<file path="config.mk">
export PLATFORM = sky130hd
export DESIGN_NAME = tht_prep
export DESIGN_NICKNAME = d
export VERILOG_FILES = /design/src/hw/rtl/tht_pkg.sv /design/src/hw/rtl/tht_prep.sv
export SDC_FILE = /design/constraint.sdc
export NUM_CORES = 1
export LEC_CHECK = 0
export BUFFER_PORTS_ARGS = -buffer_cell sky130_fd_sc_hd__buf_2
export CORE_MARGIN = 2
export CORE_UTILIZATION = 50
export DETAILED_ROUTE_END_ITERATION = 8
export PLACE_DENSITY = 0.81
export SYNTH_ARGS = -nofsm -noshare
export SYNTH_HDL_FRONTEND = slang
export SYNTH_SLANG_ARGS = --single-unit
</file>
<file path="constraint.sdc">
create_clock -name clk -period 4.18 [get_ports clk]
set_clock_uncertainty 0.05 [all_clocks]
set_input_delay 0.209 -clock clk [delete_from_list [all_inputs] [get_ports clk]]
set_output_delay 0.209 -clock clk [all_outputs]
set_load 0.005 [all_outputs]
</file>
<file path="src/hw/rtl/tht_pkg.sv">
`timescale 1ns / 1ps
// Shared constants, arctangent table and pipeline payload types for the target heading block.
package tht_pkg;

  localparam int COORD_W = 16;
  localparam int HEAD_W  = 15;
  localparam int FRAC_W  = 8;
  localparam int STAGES  = 16;

  // x/y datapath: coordinate difference, fraction bits, CORDIC growth headroom
  localparam int XW = COORD_W + 1 + FRAC_W + 3;
  localparam int ZW = 34;
  localparam int KW = 30;
  localparam int PW = XW - 1;
  localparam int HI_W = PW - 16;
  localparam int QW = HI_W + KW + 1;
  localparam int RND_SH = 14 + FRAC_W;

  localparam int DIST_W = 17;
  localparam int IN_TDATA_W  = 80;
  localparam int OUT_TDATA_W = 40;

  localparam logic [KW-1:0]        INV_GAIN = 30'd652032874;
  localparam logic signed [ZW-1:0] PI_Z     = 34'sd3373259426;
  localparam logic signed [HEAD_W-1:0] PI_Q12 = 15'sd12868;
  localparam logic [DIST_W-1:0]    DIST_MAX = 17'd131071;

  // atan(2^-i) in radians * 2^30, truncated
  localparam logic signed [ZW-1:0] ATAN_TAB [32] = '{
    34'sd843314856, 34'sd497837829, 34'sd263043836, 34'sd133525158,
    34'sd67021686,  34'sd33543515,  34'sd16775850,  34'sd8388437,
    34'sd4194282,   34'sd2097149,   34'sd1048575,   34'sd524287,
    34'sd262143,    34'sd131071,    34'sd65535,     34'sd32767,
    34'sd16383,     34'sd8191,      34'sd4095,      34'sd2047,
    34'sd1023,      34'sd511,       34'sd255,       34'sd127,
    34'sd63,        34'sd31,        34'sd15,        34'sd8,
    34'sd4,         34'sd2,         34'sd1,         34'sd0
  };

  typedef struct packed {
    logic signed [XW-1:0]     x;
    logic signed [XW-1:0]     y;
    logic signed [ZW-1:0]     z;
    logic                     zero;
    logic signed [HEAD_W-1:0] heading;
  } cordic_t;

  typedef struct packed {
    logic [HI_W+KW-1:0]       prod_hi;
    logic [16+KW-1:0]         prod_lo;
    logic signed [HEAD_W-1:0] bearing;
    logic signed [HEAD_W-1:0] heading;
    logic                     zero;
  } post_t;

endpackage

</file>
<file path="src/hw/rtl/tht_prep.sv">
`timescale 1ns / 1ps
// Input stage: coordinate differences and half-plane pre-rotation.
module tht_prep (
  input  logic                        clk,
  input  logic                        rst_n,
  input  logic                        in_valid,
  output logic                        in_ready,
  input  logic [tht_pkg::COORD_W-1:0] robot_x,
  input  logic [tht_pkg::COORD_W-1:0] robot_y,
  input  logic [tht_pkg::HEAD_W-1:0]  robot_heading,
  input  logic [tht_pkg::COORD_W-1:0] target_x,
  input  logic [tht_pkg::COORD_W-1:0] target_y,
  output logic                        out_valid,
  input  logic                        out_ready,
  output tht_pkg::cordic_t            out_data
);

  localparam int CW = tht_pkg::COORD_W;
  localparam int XW = tht_pkg::XW;
  localparam int PADW = XW - CW - 1 - tht_pkg::FRAC_W;

  logic                 valid_r;
  tht_pkg::cordic_t     data_r, data_nxt;
  logic signed [CW:0]   dx, dy;
  logic signed [XW-1:0] x0, y0;

  assign dx = $signed({target_x[CW-1], target_x}) - $signed({robot_x[CW-1], robot_x});
  assign dy = $signed({target_y[CW-1], target_y}) - $signed({robot_y[CW-1], robot_y});
  assign x0 = {{PADW{dx[CW]}}, dx, {tht_pkg::FRAC_W{1'b0}}};
  assign y0 = {{PADW{dy[CW]}}, dy, {tht_pkg::FRAC_W{1'b0}}};

  always_comb begin
    data_nxt.heading = robot_heading;
    data_nxt.zero    = (dx == '0) && (dy == '0);
    if (dx[CW]) begin
      // left half plane: negate and start from +/- pi
      data_nxt.x = -x0;
      data_nxt.y = -y0;
      data_nxt.z = dy[CW] ? -tht_pkg::PI_Z : tht_pkg::PI_Z;
    end else begin
      data_nxt.x = x0;
      data_nxt.y = y0;
      data_nxt.z = '0;
    end
  end

  assign in_ready  = !valid_r || out_ready;
  assign out_valid = valid_r;
  assign out_data  = data_r;

  always_ff @(posedge clk) begin
    if (!rst_n) begin
      valid_r <= 1'b0;
    end else if (in_ready) begin
      valid_r <= in_valid;
    end
  end

  always_ff @(posedge clk) begin
    if (in_ready && in_valid) begin
      data_r <= data_nxt;
    end
  end

endmodule

</file>
==> metrics.md <==
| Metric | Value |
|---|---|
| Status | `complete, no violations` |
| Remaining global-route overflow | `0` |
| Maximum clock rate | `0.310 GHz` |
| P_leak | `2.94 nW` |
| Routed vias/inst | `5.33` |
| Initial Util | `51.4%` |
| Post-route insts no fill | `822` |
| CTS tree | `built` |
| Hold path depth | `1` |
| Layout cells sized above 1 | `29.5%` |
| GP Congestion | `0.940` |
| CTS buffer count | `9` |
| Setup WS post-layout | `0.959 ns` |
| Dpl hpwl | `9.13 mm` |
| Pre-CTS setup slack | `0.668 ns` |
| HP Class | `in2reg` |
| Flop2flop setup slack | `2.22 ns` |
| Yosys top cell area share | `35.2%` |
| Root Driver | `clkbuf_8` |
| Initial DRC Count | `225` |
| Period minus WS final | `3.22 ns` |
| Critical path class | `in2reg` |
| Setup TNS | `0 ns` |
| Hold Vio Cnt, Final | `0` |
| I/O Buffers | `173` |
| All-layer global routing usage | `21.1%` |
| EDFF count, synth | `59` |
| Clock sink count | `60` |
| Final net count | `805` |
| Die ar. | `0.0109 mm2` |
| Num rows | `36` |
| Post-CTS Resized | `0` |
| Sequential share of the synthesized area | `35.6%` |
| Synthesized flop and latch total | `60` |
| Worst slew pin tran | `0.979 ns` |
| Critical Path End | `out_data[102]$_SDFFCE_PN0P_` |
| Vias | `4,379` |
| I/O Pins | `191` |
| Slowest CP cell | `a31oi_1` |
| Worst Path Buf+Inv | `1` |
| Die W | `104 um` |
| Overall Power | `0.00217 W` |
| Maxcap violations | `0` |
| Peak VDD IR | `0.000182 V` |
| Worst EP required | `4.22 ns` |
| Layout Utilization | `62.4%` |
| Pwr dens | `356 mW/mm2` |
| Post-Route WL | `11.6 mm` |
| Dominant synthesized flop cell | `edfxtp_1` |
| CP Launch Type | `input port` |
| Clk buf depth | `2` |
| First-pass GRT wire length | `18.8 mm` |
| Crit-path max FO | `7` |
| Crit end category | `register` |
| Period utilisation layout | `77.1%` |
| WL/cell | `14.1 um` |
| Worst reg2reg startpoint | `out_valid$_SDFFE_PN0N_` |
| Cell count along the critical path | `13` |
| Initial DRT Pass Iterations | `5` |
| Largest net degree at the start of global routing | `45` |
| Data arrival time of the critical path | `3.26 ns` |
| RSZ-0062 raised after global routing | `no` |
| Vias in the first global route | `4,049` |
| Area contributors post-synth | `edfxtp_1, ha_1, buf_4` |
| Crit path largest cell delay | `0.44 ns` |
| Layout area overhead | `21.3%` |
| DRC viols | `0` |
| DRT antenna net count | `0` |
| Skew-Pair Late Insertion Delay | `0.33 ns` |
| Post-CTS Setup Bufs | `0` |
| Most frequent cells in the layout | `buf_2, edfxtp_1, inv_1` |
| Core Region | `0.00977 mm2` |
| Gate Count Post-Synth | `529` |
| Final Setup Violations | `0` |
| Slew Viols, Final | `0` |
| Post-Syn Area per Cell | `9.50 um2` |
| Reg2reg end | `out_data[64]$_DFFE_PP_` |
| CTS clk-pin slew, worst paths | `0.06 ns` |
| H-tree levels | `3` |
| # diodes | `0` |
| Cells after DPL | `792` |
| Initial antenna violation count | `0` |
| Number of fill cells in the layout | `808` |
| Library cells used by synthesis | `67` |
| CP startpoint | `robot_x[0]` |
| Post-Syn Area | `0.00503 mm2` |
| Synth Warn # | `0` |
| Worst-path cell chain | `buf_2, ha_1, fa_1, nor2b_1, o211ai_1, a31oi_1, nor2_1, xnor2_1, a211oi_2, nand4_1, nor2_1, ha_1, and2_1` |
| Die height | `104 um` |
| Synth async-reset ratio | `0%` |
| Commonest non-fill, non-tap cell in the layout | `buf_2` |
| Largest delay share family, worst path | `compound AO/OA/AOI/OAI gates` |
| Slew headroom | `34.7%` |
| Cells on worst reg2reg path | `3` |
| Dominant cell type by area after synthesis | `edfxtp_1` |
stage by stage:
| stage | instance area (um2) | hold WS (ns) |
|---|---|---|
| 2_1_floorplan | 5100 | 0.258 |
| 3_3_place_gp | 5730 | 0.337 |
| 3_5_place_dp | 5730 | 0.337 |
| 4_1_cts | 6100 | 0.00201 |
| 5_1_grt | 6100 | 0.00386 |
| 6_report | 6100 | 0.0167 |
sequential cells by signal (all words and copies together), names as in the netlist:
name / flops
out_data: 59
out_valid: 1
where the power goes:
part           switching, W  internal [W]  total, W
registers         0.0000281      0.000778  0.000806
clock network      0.000216      0.000391  0.000607
logic              0.000419      0.000336  0.000756
how the worst min path moves through the flow:
stage	startpoint	end	slack, ns
3_3_place_gp	robot_heading[3]	out_data[3]$_DFFE_PP_	0.34
4_1_cts	robot_heading[4]	out_data[4]$_DFFE_PP_	0.002
5_1_grt	robot_heading[4]	out_data[4]$_DFFE_PP_	0.004
3_5_place_dp	robot_heading[5]	out_data[5]$_DFFE_PP_	0.34
2_1_floorplan	robot_heading[0]	out_data[0]$_DFFE_PP_	0.26
6_report	robot_heading[4]	out_data[4]$_DFFE_PP_	0.02
cell families after synthesis:
kind of cell,synth area share [%]
multiplexers,0.622
AND/OR/NAND/NOR,14.0
AO/OA/AOI/OAI,19.6
buffers and inverters,12.1
other,0.0746
adder cells (fa/ha/maj),9.76
flip-flops,35.6
XOR/XNOR,8.19
Yosys cell counts, drive strengths merged (6+ instances only):
cell	instances
xnor2	33
a41oi	6
nand2	21
o21a	10
a21oi	33
clkbuf	10
o211ai	6
and2	11
and3	6
a21o	19
buf	55
o21ai	15
nand2b	10
edfxtp	59
nor2b	10
ha	36
inv	45
xor2	14
a31oi	11
nor3	7
nor2	39
timing repair:
item                                    4_1_cts  5_1_grt
hold buffers                                 14        0
hold endpoints to repair                     14        0
endpoints found under the setup margin        0        0
layer usage:
| metal | global-route usage, % | wire [um] |
|---|---|---|
| met5 | 0 | 0 |
| met4 | 8.40 | 279 |
| met3 | 3.76 | 728 |
| met2 | 36.3 | 5490 |
| met1 | 26.2 | 5110 |
layout make-up:
| type | instances | area, um2 | share of cell area (%) |
|---|---|---|---|
| flip-flops and latches | 60 | 1790 | 29.4 |
| multi-input cells | 378 | 2700 | 44.3 |
| inverters | 45 | 169 | 2.77 |
| clock buffers | 10 | 128 | 2.09 |
| clock inverters | 6 | 103 | 1.68 |
| well taps | 133 | 166 | 2.73 |
| repair buffers | 190 | 1040 | 17.1 |
No activity file was read; power rests on OpenSTA's default activity.
