### src/hw/rtl/tht_pkg.sv
`timescale 1ns / 1ps
// Shared constants, arctangent table and pipeline payload types for the target heading block.
package tht_pkg;

  localparam int COORD_W = 16;
  localparam int HEAD_W  = 15;
  localparam int FRAC_W  = 8;
  localparam int STAGES  = 16;

  // x/y datapath: coordinate difference, fraction bits, CORDIC growth headroom
  localparam int XW = COORD_W + 1 + FRAC_W + 3;
  localparam int ZW = 34;
  localparam int KW = 30;
  localparam int PW = XW - 1;
  localparam int HI_W = PW - 16;
  localparam int QW = HI_W + KW + 1;
  localparam int RND_SH = 14 + FRAC_W;

  localparam int DIST_W = 17;
  localparam int IN_TDATA_W  = 80;
  localparam int OUT_TDATA_W = 40;

  localparam logic [KW-1:0]        INV_GAIN = 30'd652032874;
  localparam logic signed [ZW-1:0] PI_Z     = 34'sd3373259426;
  localparam logic signed [HEAD_W-1:0] PI_Q12 = 15'sd12868;
  localparam logic [DIST_W-1:0]    DIST_MAX = 17'd131071;

  // atan(2^-i) in radians * 2^30, truncated
  localparam logic signed [ZW-1:0] ATAN_TAB [32] = '{
    34'sd843314856, 34'sd497837829, 34'sd263043836, 34'sd133525158,
    34'sd67021686,  34'sd33543515,  34'sd16775850,  34'sd8388437,
    34'sd4194282,   34'sd2097149,   34'sd1048575,   34'sd524287,
    34'sd262143,    34'sd131071,    34'sd65535,     34'sd32767,
    34'sd16383,     34'sd8191,      34'sd4095,      34'sd2047,
    34'sd1023,      34'sd511,       34'sd255,       34'sd127,
    34'sd63,        34'sd31,        34'sd15,        34'sd8,
    34'sd4,         34'sd2,         34'sd1,         34'sd0
  };

  typedef struct packed {
    logic signed [XW-1:0]     x;
    logic signed [XW-1:0]     y;
    logic signed [ZW-1:0]     z;
    logic                     zero;
    logic signed [HEAD_W-1:0] heading;
  } cordic_t;

  typedef struct packed {
    logic [HI_W+KW-1:0]       prod_hi;
    logic [16+KW-1:0]         prod_lo;
    logic signed [HEAD_W-1:0] bearing;
    logic signed [HEAD_W-1:0] heading;
    logic                     zero;
  } post_t;

endpackage

### src/hw/rtl/tht_cordic.sv
`timescale 1ns / 1ps
// Vectoring CORDIC pipeline, one micro-rotation per register stage.
module tht_cordic (
  input  logic             clk,
  input  logic             rst_n,
  input  logic             in_valid,
  output logic             in_ready,
  input  tht_pkg::cordic_t in_data,
  output logic             out_valid,
  input  logic             out_ready,
  output tht_pkg::cordic_t out_data
);

  localparam int N  = tht_pkg::STAGES;
  localparam int XW = tht_pkg::XW;
  localparam int ZW = tht_pkg::ZW;

  logic [N-1:0]     valid_r;
  logic [N:0]       rdy;
  tht_pkg::cordic_t stg_r   [N];
  tht_pkg::cordic_t stg_nxt [N];

  assign rdy[N]    = out_ready;
  assign in_ready  = rdy[0];
  assign out_valid = valid_r[N-1];
  assign out_data  = stg_r[N-1];

  for (genvar i = 0; i < N; i++) begin : g_stage
    tht_pkg::cordic_t     src;
    logic                 src_v;
    logic signed [XW-1:0] xi, yi, xs, ys;
    logic signed [ZW-1:0] zi;

    if (i == 0) begin : g_first
      assign src   = in_data;
      assign src_v = in_valid;
    end else begin : g_next
      assign src   = stg_r[i-1];
      assign src_v = valid_r[i-1];
    end

    assign rdy[i] = !valid_r[i] || rdy[i+1];
    assign xi = src.x;
    assign yi = src.y;
    assign zi = src.z;
    assign xs = xi >>> i;
    assign ys = yi >>> i;

    always_comb begin
      stg_nxt[i].zero    = src.zero;
      stg_nxt[i].heading = src.heading;
      if (!yi[XW-1]) begin
        stg_nxt[i].x = xi + ys;
        stg_nxt[i].y = yi - xs;
        stg_nxt[i].z = zi + tht_pkg::ATAN_TAB[i];
      end else begin
        stg_nxt[i].x = xi - ys;
        stg_nxt[i].y = yi + xs;
        stg_nxt[i].z = zi - tht_pkg::ATAN_TAB[i];
      end
    end

    always_ff @(posedge clk) begin
      if (!rst_n) begin
        valid_r[i] <= 1'b0;
      end else if (rdy[i]) begin
        valid_r[i] <= src_v;
      end
    end

    always_ff @(posedge clk) begin
      if (rdy[i] && src_v) begin
        stg_r[i] <= stg_nxt[i];
      end
    end
  end

endmodule

### config.mk
export PLATFORM = sky130hd
export DESIGN_NAME = tht_cordic
export DESIGN_NICKNAME = d
export VERILOG_FILES = /design/src/hw/rtl/tht_pkg.sv /design/src/hw/rtl/tht_cordic.sv
export SDC_FILE = /design/constraint.sdc
export NUM_CORES = 2
export LEC_CHECK = 0
export BUFFER_PORTS_ARGS = -buffer_cell sky130_fd_sc_hd__buf_2
export CORE_AREA = 2 2 472 474
export DETAILED_ROUTE_END_ITERATION = 12
export DIE_AREA = 0 0 474 476
export GPL_ROUTABILITY_DRIVEN = 0
export PLACE_DENSITY_LB_ADDON = 0.05
export SETUP_SLACK_MARGIN = 0.05
export SYNTH_ARGS = -nofsm -noshare
export SYNTH_HDL_FRONTEND = slang
export SYNTH_SLANG_ARGS = --single-unit
### constraint.sdc
create_clock -name clk -period 19.4 [get_ports clk]
set_input_delay 0.97 -clock clk [delete_from_list [all_inputs] [get_ports clk]]
set_output_delay 0.97 -clock clk [all_outputs]
set_load 0.005 [all_outputs]
==> flow_metrics.env <==
export IMPL_run_status="finished, final reports clean"
export IMPL_via_per_inst=6.13
export IMPL_grt_overflow=0
export IMPL_p_leak_nw=57.4
export IMPL_initialDrtViolationCount=7809
export IMPL_path_cells="or4_1, nor4b_1, and4_1, nor2_1, xor2_1, ha_1, a21o_1, a21oi_1, nand2_1, a21oi_1, o21a_1, a31oi_1, and4_1, a2111oi_0, a21oi_1, xor2_1"
export IMPL_power_switching_mw=3.15
export IMPL_cp_end_kind="flop"
export IMPL_numCtsBuffers=187
export IMPL_finalSetupTns_ns=0
export IMPL_async_flop_share=0
export IMPL_finClkSkew_ns=0.0522
export IMPL_syn_area_per_cell_um2=9.88
export IMPL_fmax_ghz=0.175
export IMPL_start_util=0.596
export IMPL_port_buffers=217
export IMPL_rows=173
export IMPL_core_um2=221000
export IMPL_top_usage_layer="met2"
export IMPL_hold_viol=0
export IMPL_cp_max_fo=7
export IMPL_p_sw_frac=0.294
export IMPL_die_w_um=474
export IMPL_synth_area_top_cells="edfxtp_1 39%, ha_1 14%, xnor2_1 7.7%, a21oi_1 4.8%, nor2_1 3.8%"
export IMPL_rsz0062_at_grt="false"
export IMPL_clk_latency_ns=0.84
export IMPL_synth_largest_type_area_fraction=0.387
export IMPL_wl_um=320000
export IMPL_post_cts_resize_count=0
export IMPL_cts_setup_buffers=0
export IMPL_peakVddDrop_v=0.0000919
export IMPL_nNetsFinal=15300
export IMPL_grt_pass1_vias=98900
export IMPL_slowest_stage="nor4b_1"
export IMPL_ctsRootBufferMaster="clkbuf_16"
export IMPL_dieArea_um2=226000
export IMPL_ys_flop_type="edfxtp_1"
export IMPL_yosys_cell_count_top_type="edfxtp_1"
export IMPL_via_count=103000
export IMPL_hold_buffers=0
export IMPL_maxCapViolations=0
export IMPL_critPathMostFrequentCell="a21oi_1"
export IMPL_ant_nets=0
export IMPL_cts_tree="done"
export IMPL_grt_usage=0.276
export IMPL_synth_area_um2=132000
export IMPL_area_delta_synth_final_pct=8.55
export IMPL_cts_sinks=1711
export IMPL_drive_gt1_frac=0.0514
export IMPL_syn_nets=15000
export IMPL_relSlewSlack=0.185
export IMPL_final_util=0.647
export IMPL_r2r_start="stg_r[1][413]"
export IMPL_grt_pass1_wl_um=510000
export IMPL_path_buf_inv=0
export IMPL_cp_data_required_time_ns=20.00
export IMPL_clkTransAtPathRegs_ns=0.06
export IMPL_seqPwrFrac=0.418
export IMPL_cts_max_path_buffers=3
export IMPL_drc=0
export IMPL_ys_seq_area_frac=0.389
export IMPL_synth_seq_cells=1711
export IMPL_slew_violations=0
export IMPL_ioPinCount=218
export IMPL_yosysTopAreaCell="edfxtp_1"
export IMPL_synth_edf_count=1695
export IMPL_grt_use_met2=0.472
export IMPL_hp_class="in2reg"
export IMPL_yosys_top_cells_count="1695 x edfxtp_1, 1484 x ha_1, 1320 x nor2_1, 1253 x a21oi_1, 1161 x xnor2_1"
export IMPL_crit_type="reg2reg"
export IMPL_die_y_um=476
export IMPL_dr_pass1_iters=6
export IMPL_internal_power_mw=7.56
export IMPL_worstSetupStartpointType="flop"
export IMPL_syn_inst=13300
export IMPL_grt_max_degree=107
export IMPL_antenna_found_initial=19
export IMPL_hpwl_um=251000
export IMPL_period_share=0.294
export IMPL_min_from="in_data[16]"
export IMPL_cp_arrival_ns=6.30
export IMPL_cp_top_family="simple AND/OR/NAND/NOR gates"
export IMPL_yosysWarnings=0
export IMPL_min_period_ns=5.70
export IMPL_met3_usage=0.0344
export IMPL_groute_layer_met1_usage=0.357
export IMPL_worst_pin_slew_ns=1.21
export IMPL_pwr_share_comb=0.237
export IMPL_ys_types=91
export IMPL_fill_cells=17600
export IMPL_htree_levels=4
export IMPL_worstSetupStartpoint="stg_r[1][413]"
export IMPL_setup_violations=0
export IMPL_p_clk_frac=0.345
export IMPL_p_per_area_nw_per_um2=74.9
export IMPL_max_stage_delay_ns=1.03
export IMPL_routedWlPerCell_um=19.1
## final timing paths
check / cells past startpoint / endpoint / slack [ns]
worst min-delay path: 1 / stg_r[0][16] / 0.31
worst max-delay path: 16 / stg_r[1][500] / 13.70
worst min register to register: 0 / stg_r[0][756] / 0.41
worst max register to register: 16 / stg_r[1][500] / 13.70
## power groups by stage
stage	registers [mW]	logic (mW)	clock network, mW
after floorplan	4.50	1.93	0
after global placement	4.55	2.42	0
after detailed placement	4.56	2.47	0
after CTS	4.48	2.50	3.78
after global routing	4.50	2.81	3.92
final	4.48	2.54	3.69
## cell families (layout without fill, tap and decap cells)
logic type | count (synthesis) | count (layout) | share of synthesized area
multiplexers | 63 | 63 | 0.00505
flip-flops | 1711 | 1711 | 0.389
buffers and inverters | 810 | 1261 | 0.0232
other | 0 | 16 | 0
AND/OR/NAND/NOR | 3729 | 3729 | 0.137
XOR/XNOR | 1687 | 1687 | 0.112
adder cells (fa/ha/maj) | 1533 | 1533 | 0.148
AO/OA/AOI/OAI | 3799 | 3799 | 0.186
## cells in the final DEF (no fill, tap or decap), types with 526 or more instances in the layout
cell | Yosys | layout
ha_1 | 1484 | 1484
xnor2_1 | 1161 | 1161
inv_1 | 623 | 622
nand2_1 | 602 | 602
o21ai_0 | 618 | 618
nor2_1 | 1320 | 1320
xor2_1 | 526 | 526
edfxtp_1 | 1695 | 1695
a21o_1 | 533 | 533
a21oi_1 | 1253 | 1253
## area by class of cell
class                           instances  area [µm²]  share of cell area
Sequential cell                      1711       51200               0.358
Antenna cell                           16        40.0            0.000280
Clock buffer                          212        4860              0.0340
Tap cell                             2975        3720              0.0260
Clock inverter                        136        1610              0.0113
Timing Repair Buffer                  280        1570              0.0110
Inverter                              633        2380              0.0166
Multi-Input combinational cell      10800       77500               0.542
## state kept, by name, summed over array words and instances (netlist names)
register and count:
stg_r 1695, out_valid 1, g_stage.src_v 15
## metrics by stage
| step | setup WS [ns] | total power, mW | hold slack (ns) | cell area (µm²) | instances |
|---|---|---|---|---|---|
| after floorplan | 8.89 | 6.43 | 0.400 | 132000 | 13300 |
| after global placement | 13.90 | 6.97 | 0.400 | 136000 | 16400 |
| after detailed placement | 13.91 | 7.03 | 0.405 | 136000 | 16400 |
| after CTS | 13.91 | 10.8 | 0.254 | 143000 | 16800 |
| after global routing | 13.33 | 11.2 | 0.268 | 143000 | 16800 |
| final | 13.70 | 10.7 | 0.310 | 143000 | 16800 |
## routing by layer
metal | wire length [µm] | part of all wire | up-vias
met5 | 13 | 0.000041 | -
met4 | 13100 | 0.041 | 2
met3 | 17600 | 0.055 | 617
met2 | 151000 | 0.47 | 3079
met1 | 138000 | 0.43 | 49000
li1 | - | - | 50200
Power figures use the tool's default switching activity.
