===== config.mk =====
export PLATFORM = sky130hd
export DESIGN_NAME = tht_post
export DESIGN_NICKNAME = d
export VERILOG_FILES = /design/src/hw/rtl/tht_pkg.sv /design/src/hw/rtl/tht_post.sv
export SDC_FILE = /design/constraint.sdc
export NUM_CORES = 1
export LEC_CHECK = 0
export BUFFER_PORTS_ARGS = -buffer_cell sky130_fd_sc_hd__clkbuf_2
export CAP_MARGIN = 20
export CORE_MARGIN = 1
export CORE_UTILIZATION = 51
export DETAILED_ROUTE_END_ITERATION = 10
export GPL_ROUTABILITY_DRIVEN = 0
export PLACE_DENSITY = 0.66
export SLEW_MARGIN = 30
export SYNTH_ARGS = -nofsm -noshare
export SYNTH_HDL_FRONTEND = slang
export SYNTH_SLANG_ARGS = --single-unit
export TNS_END_PERCENT = 5

===== constraint.sdc =====
create_clock -name clk -period 8.36 [get_ports clk]
set_input_delay 0.836 -clock clk [delete_from_list [all_inputs] [get_ports clk]]
set_output_delay 0.836 -clock clk [all_outputs]
set_load 0.005 [all_outputs]

===== src/hw/rtl/tht_pkg.sv =====
`timescale 1ns / 1ps
// Shared constants, arctangent table and pipeline payload types for the target heading block.
package tht_pkg;

  localparam int COORD_W = 16;
  localparam int HEAD_W  = 15;
  localparam int FRAC_W  = 8;
  localparam int STAGES  = 16;

  // x/y datapath: coordinate difference, fraction bits, CORDIC growth headroom
  localparam int XW = COORD_W + 1 + FRAC_W + 3;
  localparam int ZW = 34;
  localparam int KW = 30;
  localparam int PW = XW - 1;
  localparam int HI_W = PW - 16;
  localparam int QW = HI_W + KW + 1;
  localparam int RND_SH = 14 + FRAC_W;

  localparam int DIST_W = 17;
  localparam int IN_TDATA_W  = 80;
  localparam int OUT_TDATA_W = 40;

  localparam logic [KW-1:0]        INV_GAIN = 30'd652032874;
  localparam logic signed [ZW-1:0] PI_Z     = 34'sd3373259426;
  localparam logic signed [HEAD_W-1:0] PI_Q12 = 15'sd12868;
  localparam logic [DIST_W-1:0]    DIST_MAX = 17'd131071;

  // atan(2^-i) in radians * 2^30, truncated
  localparam logic signed [ZW-1:0] ATAN_TAB [32] = '{
    34'sd843314856, 34'sd497837829, 34'sd263043836, 34'sd133525158,
    34'sd67021686,  34'sd33543515,  34'sd16775850,  34'sd8388437,
    34'sd4194282,   34'sd2097149,   34'sd1048575,   34'sd524287,
    34'sd262143,    34'sd131071,    34'sd65535,     34'sd32767,
    34'sd16383,     34'sd8191,      34'sd4095,      34'sd2047,
    34'sd1023,      34'sd511,       34'sd255,       34'sd127,
    34'sd63,        34'sd31,        34'sd15,        34'sd8,
    34'sd4,         34'sd2,         34'sd1,         34'sd0
  };

  typedef struct packed {
    logic signed [XW-1:0]     x;
    logic signed [XW-1:0]     y;
    logic signed [ZW-1:0]     z;
    logic                     zero;
    logic signed [HEAD_W-1:0] heading;
  } cordic_t;

  typedef struct packed {
    logic [HI_W+KW-1:0]       prod_hi;
    logic [16+KW-1:0]         prod_lo;
    logic signed [HEAD_W-1:0] bearing;
    logic signed [HEAD_W-1:0] heading;
    logic                     zero;
  } post_t;

endpackage


===== src/hw/rtl/tht_post.sv =====
`timescale 1ns / 1ps
// Gain correction, rounding, clamping and turn decision; second stage is the output register.
module tht_post (
  input  logic                                clk,
  input  logic                                rst_n,
  input  logic                                in_valid,
  output logic                                in_ready,
  input  tht_pkg::cordic_t                    in_data,
  output logic                                out_valid,
  input  logic                                out_ready,
  output logic [tht_pkg::DIST_W-1:0]          distance,
  output logic signed [tht_pkg::HEAD_W-1:0]   bearing,
  output logic                                turn_left
);

  localparam int XW = tht_pkg::XW;
  localparam int ZW = tht_pkg::ZW;
  localparam int HW = tht_pkg::HEAD_W;
  localparam int PW = tht_pkg::PW;
  localparam int HI_W = tht_pkg::HI_W;
  localparam int KW = tht_pkg::KW;
  localparam int QW = tht_pkg::QW;
  localparam int SH = tht_pkg::RND_SH;
  localparam int BW = ZW + 1 - 18;

  // stage 1: partial products and bearing
  logic                  p1_valid_r;
  tht_pkg::post_t        p1_r, p1_nxt;
  logic                  p1_rdy;
  logic [PW-1:0]         mag;
  logic signed [ZW:0]    z_rnd;
  logic signed [BW-1:0]  b_wide;
  logic signed [BW-1:0]  pi_wide;

  assign mag     = in_data.x[XW-1] ? '0 : in_data.x[PW-1:0];
  assign z_rnd   = $signed({in_data.z[ZW-1], in_data.z}) + $signed((ZW+1)'(1 << 17));
  assign b_wide  = z_rnd[ZW:18];
  assign pi_wide = BW'(tht_pkg::PI_Q12);

  always_comb begin
    p1_nxt.prod_hi = (HI_W+KW)'(mag[PW-1:16]) * (HI_W+KW)'(tht_pkg::INV_GAIN);
    p1_nxt.prod_lo = (16+KW)'(mag[15:0]) * (16+KW)'(tht_pkg::INV_GAIN);
    p1_nxt.heading = in_data.heading;
    p1_nxt.zero    = in_data.zero;
    if (in_data.zero) begin
      p1_nxt.bearing = '0;
    end else if (b_wide > pi_wide) begin
      p1_nxt.bearing = tht_pkg::PI_Q12;
    end else if (b_wide < -pi_wide) begin
      p1_nxt.bearing = -tht_pkg::PI_Q12;
    end else begin
      p1_nxt.bearing = b_wide[HW-1:0];
    end
  end

  // stage 2: sum, round, saturate, turn test
  logic                       o_valid_r;
  logic [tht_pkg::DIST_W-1:0] dist_r, dist_nxt;
  logic signed [HW-1:0]       bear_r;
  logic                       left_r, left_nxt;
  logic [QW-1:0]              q, q_rnd;
  logic [QW-SH-1:0]           d_wide;
  logic signed [HW+1:0]       h_e, b_e, pi_e;

  assign q      = QW'(p1_r.prod_hi) + QW'(p1_r.prod_lo[16+KW-1:16]);
  assign q_rnd  = q + QW'(1 << (SH - 1));
  assign d_wide = q_rnd[QW-1:SH];
  assign h_e    = (HW+2)'(p1_r.heading);
  assign b_e    = (HW+2)'(p1_r.bearing);
  assign pi_e   = (HW+2)'(tht_pkg::PI_Q12);

  always_comb begin
    if (p1_r.zero) begin
      dist_nxt = '0;
    end else if (d_wide > (QW-SH)'(tht_pkg::DIST_MAX)) begin
      dist_nxt = tht_pkg::DIST_MAX;
    end else begin
      dist_nxt = d_wide[tht_pkg::DIST_W-1:0];
    end
    if ((!h_e[HW+1] && !b_e[HW+1]) || (h_e <= 0 && b_e <= 0)) begin
      left_nxt = (b_e >= h_e);
    end else if (h_e > 0) begin
      left_nxt = !(b_e >= h_e - pi_e);
    end else begin
      left_nxt = (b_e <= h_e + pi_e);
    end
  end

  assign in_ready  = !p1_valid_r || p1_rdy;
  assign p1_rdy    = !o_valid_r || out_ready;
  assign out_valid = o_valid_r;
  assign distance  = dist_r;
  assign bearing   = bear_r;
  assign turn_left = left_r;

  always_ff @(posedge clk) begin
    if (!rst_n) begin
      p1_valid_r <= 1'b0;
      o_valid_r  <= 1'b0;
    end else begin
      if (in_ready) begin
        p1_valid_r <= in_valid;
      end
      if (p1_rdy) begin
        o_valid_r <= p1_valid_r;
      end
    end
  end

  always_ff @(posedge clk) begin
    if (in_ready && in_valid) begin
      p1_r <= p1_nxt;
    end
    if (p1_rdy && p1_valid_r) begin
      dist_r <= dist_nxt;
      bear_r <= p1_r.bearing;
      left_r <= left_nxt;
    end
  end

endmodule


==> impl_metrics.py <==
metrics = {
    "clocking": {
        "htree_levels": 4,
        "clock-sinks": 135,
        "cts_buffer_depth": 2,
        "clock_latency_ns": 0.43,
        "cts_setup_buffers": 0,
        "cts_made_buffers": 17,
        "cts_resized": 0,
        "root_buffer": "clkbuf_16",
        "cts_hold_buf": 0,
        "clk_pin_slew_ns": 0.06,
        "tritoncts": "yes",
    },
    "power": {
        "p_leak_nw": 11.7,
        "power.density_nw_per_um2": 339,
        "vdd_drop_max_v": 0.000266,
        "switchingPower_mw": 3.66,
        "p_int_mw": 4.06,
        "clkPwrFrac_pct": 10.0,
        "swShare_pct": 47.4,
        "power.share.sequential_pct": 16.2,
        "p_comb_share_pct": 73.8,
    },
    "floorplan": {
        "design.core.area_um2": 40200,
        "rows": 73,
        "num_io_pins": 145,
        "die_y_um": 205,
        "die_w_um": 205,
        "start_util_pct": 52.2,
        "die_area_um2": 42000,
    },
    "synthesis": {
        "synth_area_um2": 21000,
        "synth.distinct_cells": 76,
        "async_flop_share_pct": 0,
        "synth_area_per_cell_um2": 10.2,
        "synth-main-ff-cell": "edfxtp_1",
        "ys_ff_latch": 135,
        "yosysSeqAreaShare_pct": 19.2,
        "syn_nets": 2821,
        "synth_edf_count": 133,
        "syn-instance-count": 2065,
        "ys_warn_count": 0,
    },
    "final_layout": {
        "syn_to_final_growth_pct": 8.58,
        "drive_gt1_share_pct": 8.39,
        "antenna_cells": 0,
        "final_area_um2": 22800,
        "fin_cells": 2719,
        "fin_nets": 2937,
    },
    "critical_path": {
        "crit_slowest_cell": "nor2b_1",
        "critPathMaxFanout": 24,
        "reg2reg_from": "p1_r[53]",
        "cpMostUsedCell": "fa_1",
        "arrival_ns": 7.66,
        "startpoint": "in_data[105]",
        "startpoint_type": "primary input",
        "cp.required_ns": 8.53,
        "cp_cell_sequence": "clkbuf_2 > nor2b_1 > fa_1 > fa_1 > inv_1 > fa_1 > inv_1 > fa_1 > inv_1 > fa_1 > fa_1 > inv_1 > ha_1 > a211oi_1 > nand2_1 > a2111oi_0 > or4_1 > a31oi_2 > nor2_2 > a21oi_2 > a21o_2 > a21oi_2 > xnor2_1",
        "cp_top_family": "adder cells",
        "critical_path_buf_inv_count": 5,
        "cp-end-kind": "register",
        "path_class": "in -> reg",
        "critPathMaxStageDelay_ns": 0.64,
    },
    "sta": {
        "slew_headroom_pct": 38.8,
        "maxSlewViolCount": 0,
        "worst_slack_ns": 0.875,
        "min_period_ns": 7.49,
        "final_hold_viol_count": 0,
        "final.period_utilization_pct": 89.5,
        "fin_skew_ns": 0.0154,
        "tns_ns": 0,
        "rsz0062_at_grt": "no",
        "setup_viol": 0,
        "max_freq_mhz": 134,
        "worst_pin_slew_ns": 0.917,
    },
    "routing": {
        "first_pass_iters": 5,
        "routed_wl_um": 47500,
        "wire_per_inst_um": 17.5,
        "ant_nets": 0,
        "vias": 14800,
        "route.detailed.drc": 0,
        "drt_iter0_markers": 827,
        "via_per_inst": 5.44,
    },
    "grt": {
        "overflow": 0,
        "grt_pass1_vias": 15400,
        "track_usage_pct": 24.1,
        "grt_max_degree": 70,
        "grt_pass1_wl_um": 78300,
        "antenna_found_initial": 0,
    },
    "flow_run": {
        "max_cap_viol_count": 0,
    },
    "worst_hold_path": {
        "hold_class": "reg -> reg",
        "min_from": "p1_valid_r",
    },
    "placement": {
        "place_area_um2": 22200,
        "io_buffers": 99,
        "dp_slack_ns": 0.522,
        "dp_cells": 2687,
        "dp_hpwl_um": 40700,
    },
    "status": {
        "status": "complete, no violations",
    },
}
## kinds of logic (layout without fill, tap and decap cells)
family	Yosys count	after routing	synth area share (%)
AOI/OAI and AO/OA	322	322	10.0
buffers and inverters	494	623	8.89
adders and majority gates	646	646	48.4
DFF	135	135	19.2
muxes	5	5	0.245
and+or+nand+nor	350	350	8.46
xor gates and xnor gates	113	113	4.72
## synthesized netlist by cell type, drive strengths merged (29+ instances only)
library cell	n	area share, %
inv	475	8.5
nor2b	29	0.86
edfxtp	133	19
nand2	72	1.3
nand2b	34	1.0
xor2	33	1.4
o21ai	52	1.2
a21o	40	1.4
xnor2	80	3.3
a21oi	118	2.9
ha	369	22
fa	277	26
nor2	77	1.4
nand3	33	0.79
## state kept, by name (all words and copies together) (netlist names)
register and flops:
turn_left 1, p1_r 70, p1_valid_r 1, bearing 15
h_e 15, distance 17, b_e 15, out_valid 1
## path summary, 6_finish.rpt
kind                 endpoint  slack, ns  cells past startpoint
setup / recovery     p1_r[74]       0.87                     23
hold / removal      out_valid       0.52                      1
setup reg to reg  distance[0]       4.58                     12
hold reg to reg     out_valid       0.52                      1
## layer usage
| metal | routed length [um] | GRT usage (%) |
|---|---|---|
| met1 | 21000 | 32.0 |
| met2 | 22400 | 39.9 |
| met3 | 2760 | 3.99 |
| met4 | 1400 | 7.78 |
| met5 | 0 | 0 |
## power by group through the flow
stage / clock network [mW] / logic (mW) / registers [mW]
2_1_floorplan: 0 / 4.33 / 1.23
3_3_place_gp: 0 / 5.51 / 1.26
3_5_place_dp: 0 / 5.64 / 1.26
4_1_cts: 0.786 / 5.71 / 1.25
5_1_grt: 0.816 / 6.48 / 1.27
6_report: 0.771 / 5.70 / 1.25
## final cells by class
type,count,area (um^2)
well taps,525,657
multi-input cells,1436,15100
inverters,476,1790
flip-flops and latches,135,4030
repair buffers,115,616
fillers,3497,17400
clock inverters,14,171
clock buffers,18,429
## cell usage in the layout (no fill, tap or decap), types with 20 or more instances in the layout
cell,n
nand2b_1,34
o21ai_0,50
nor2_1,76
fa_1,277
xnor2_1,80
edfxtp_1,133
ha_1,369
nand2_1,72
nor3_1,23
clkbuf_2,99
nor2b_1,28
nand3_1,33
inv_1,475
a21oi_1,114
o21a_1,20
xor2_1,33
a21o_1,39
## per-stage QoR
| stage | util [%] | hold WS [ns] | power [mW] |
|---|---|---|---|
| 2_1_floorplan | - | 0.451 | 5.56 |
| 3_3_place_gp | 55.2 | 0.489 | 6.77 |
| 3_5_place_dp | 55.2 | 0.507 | 6.90 |
| 4_1_cts | 56.7 | 0.531 | 7.75 |
| 5_1_grt | 56.7 | 0.553 | 8.56 |
| 6_report | 56.7 | 0.519 | 7.72 |
No activity file was read; power rests on OpenSTA's default activity.
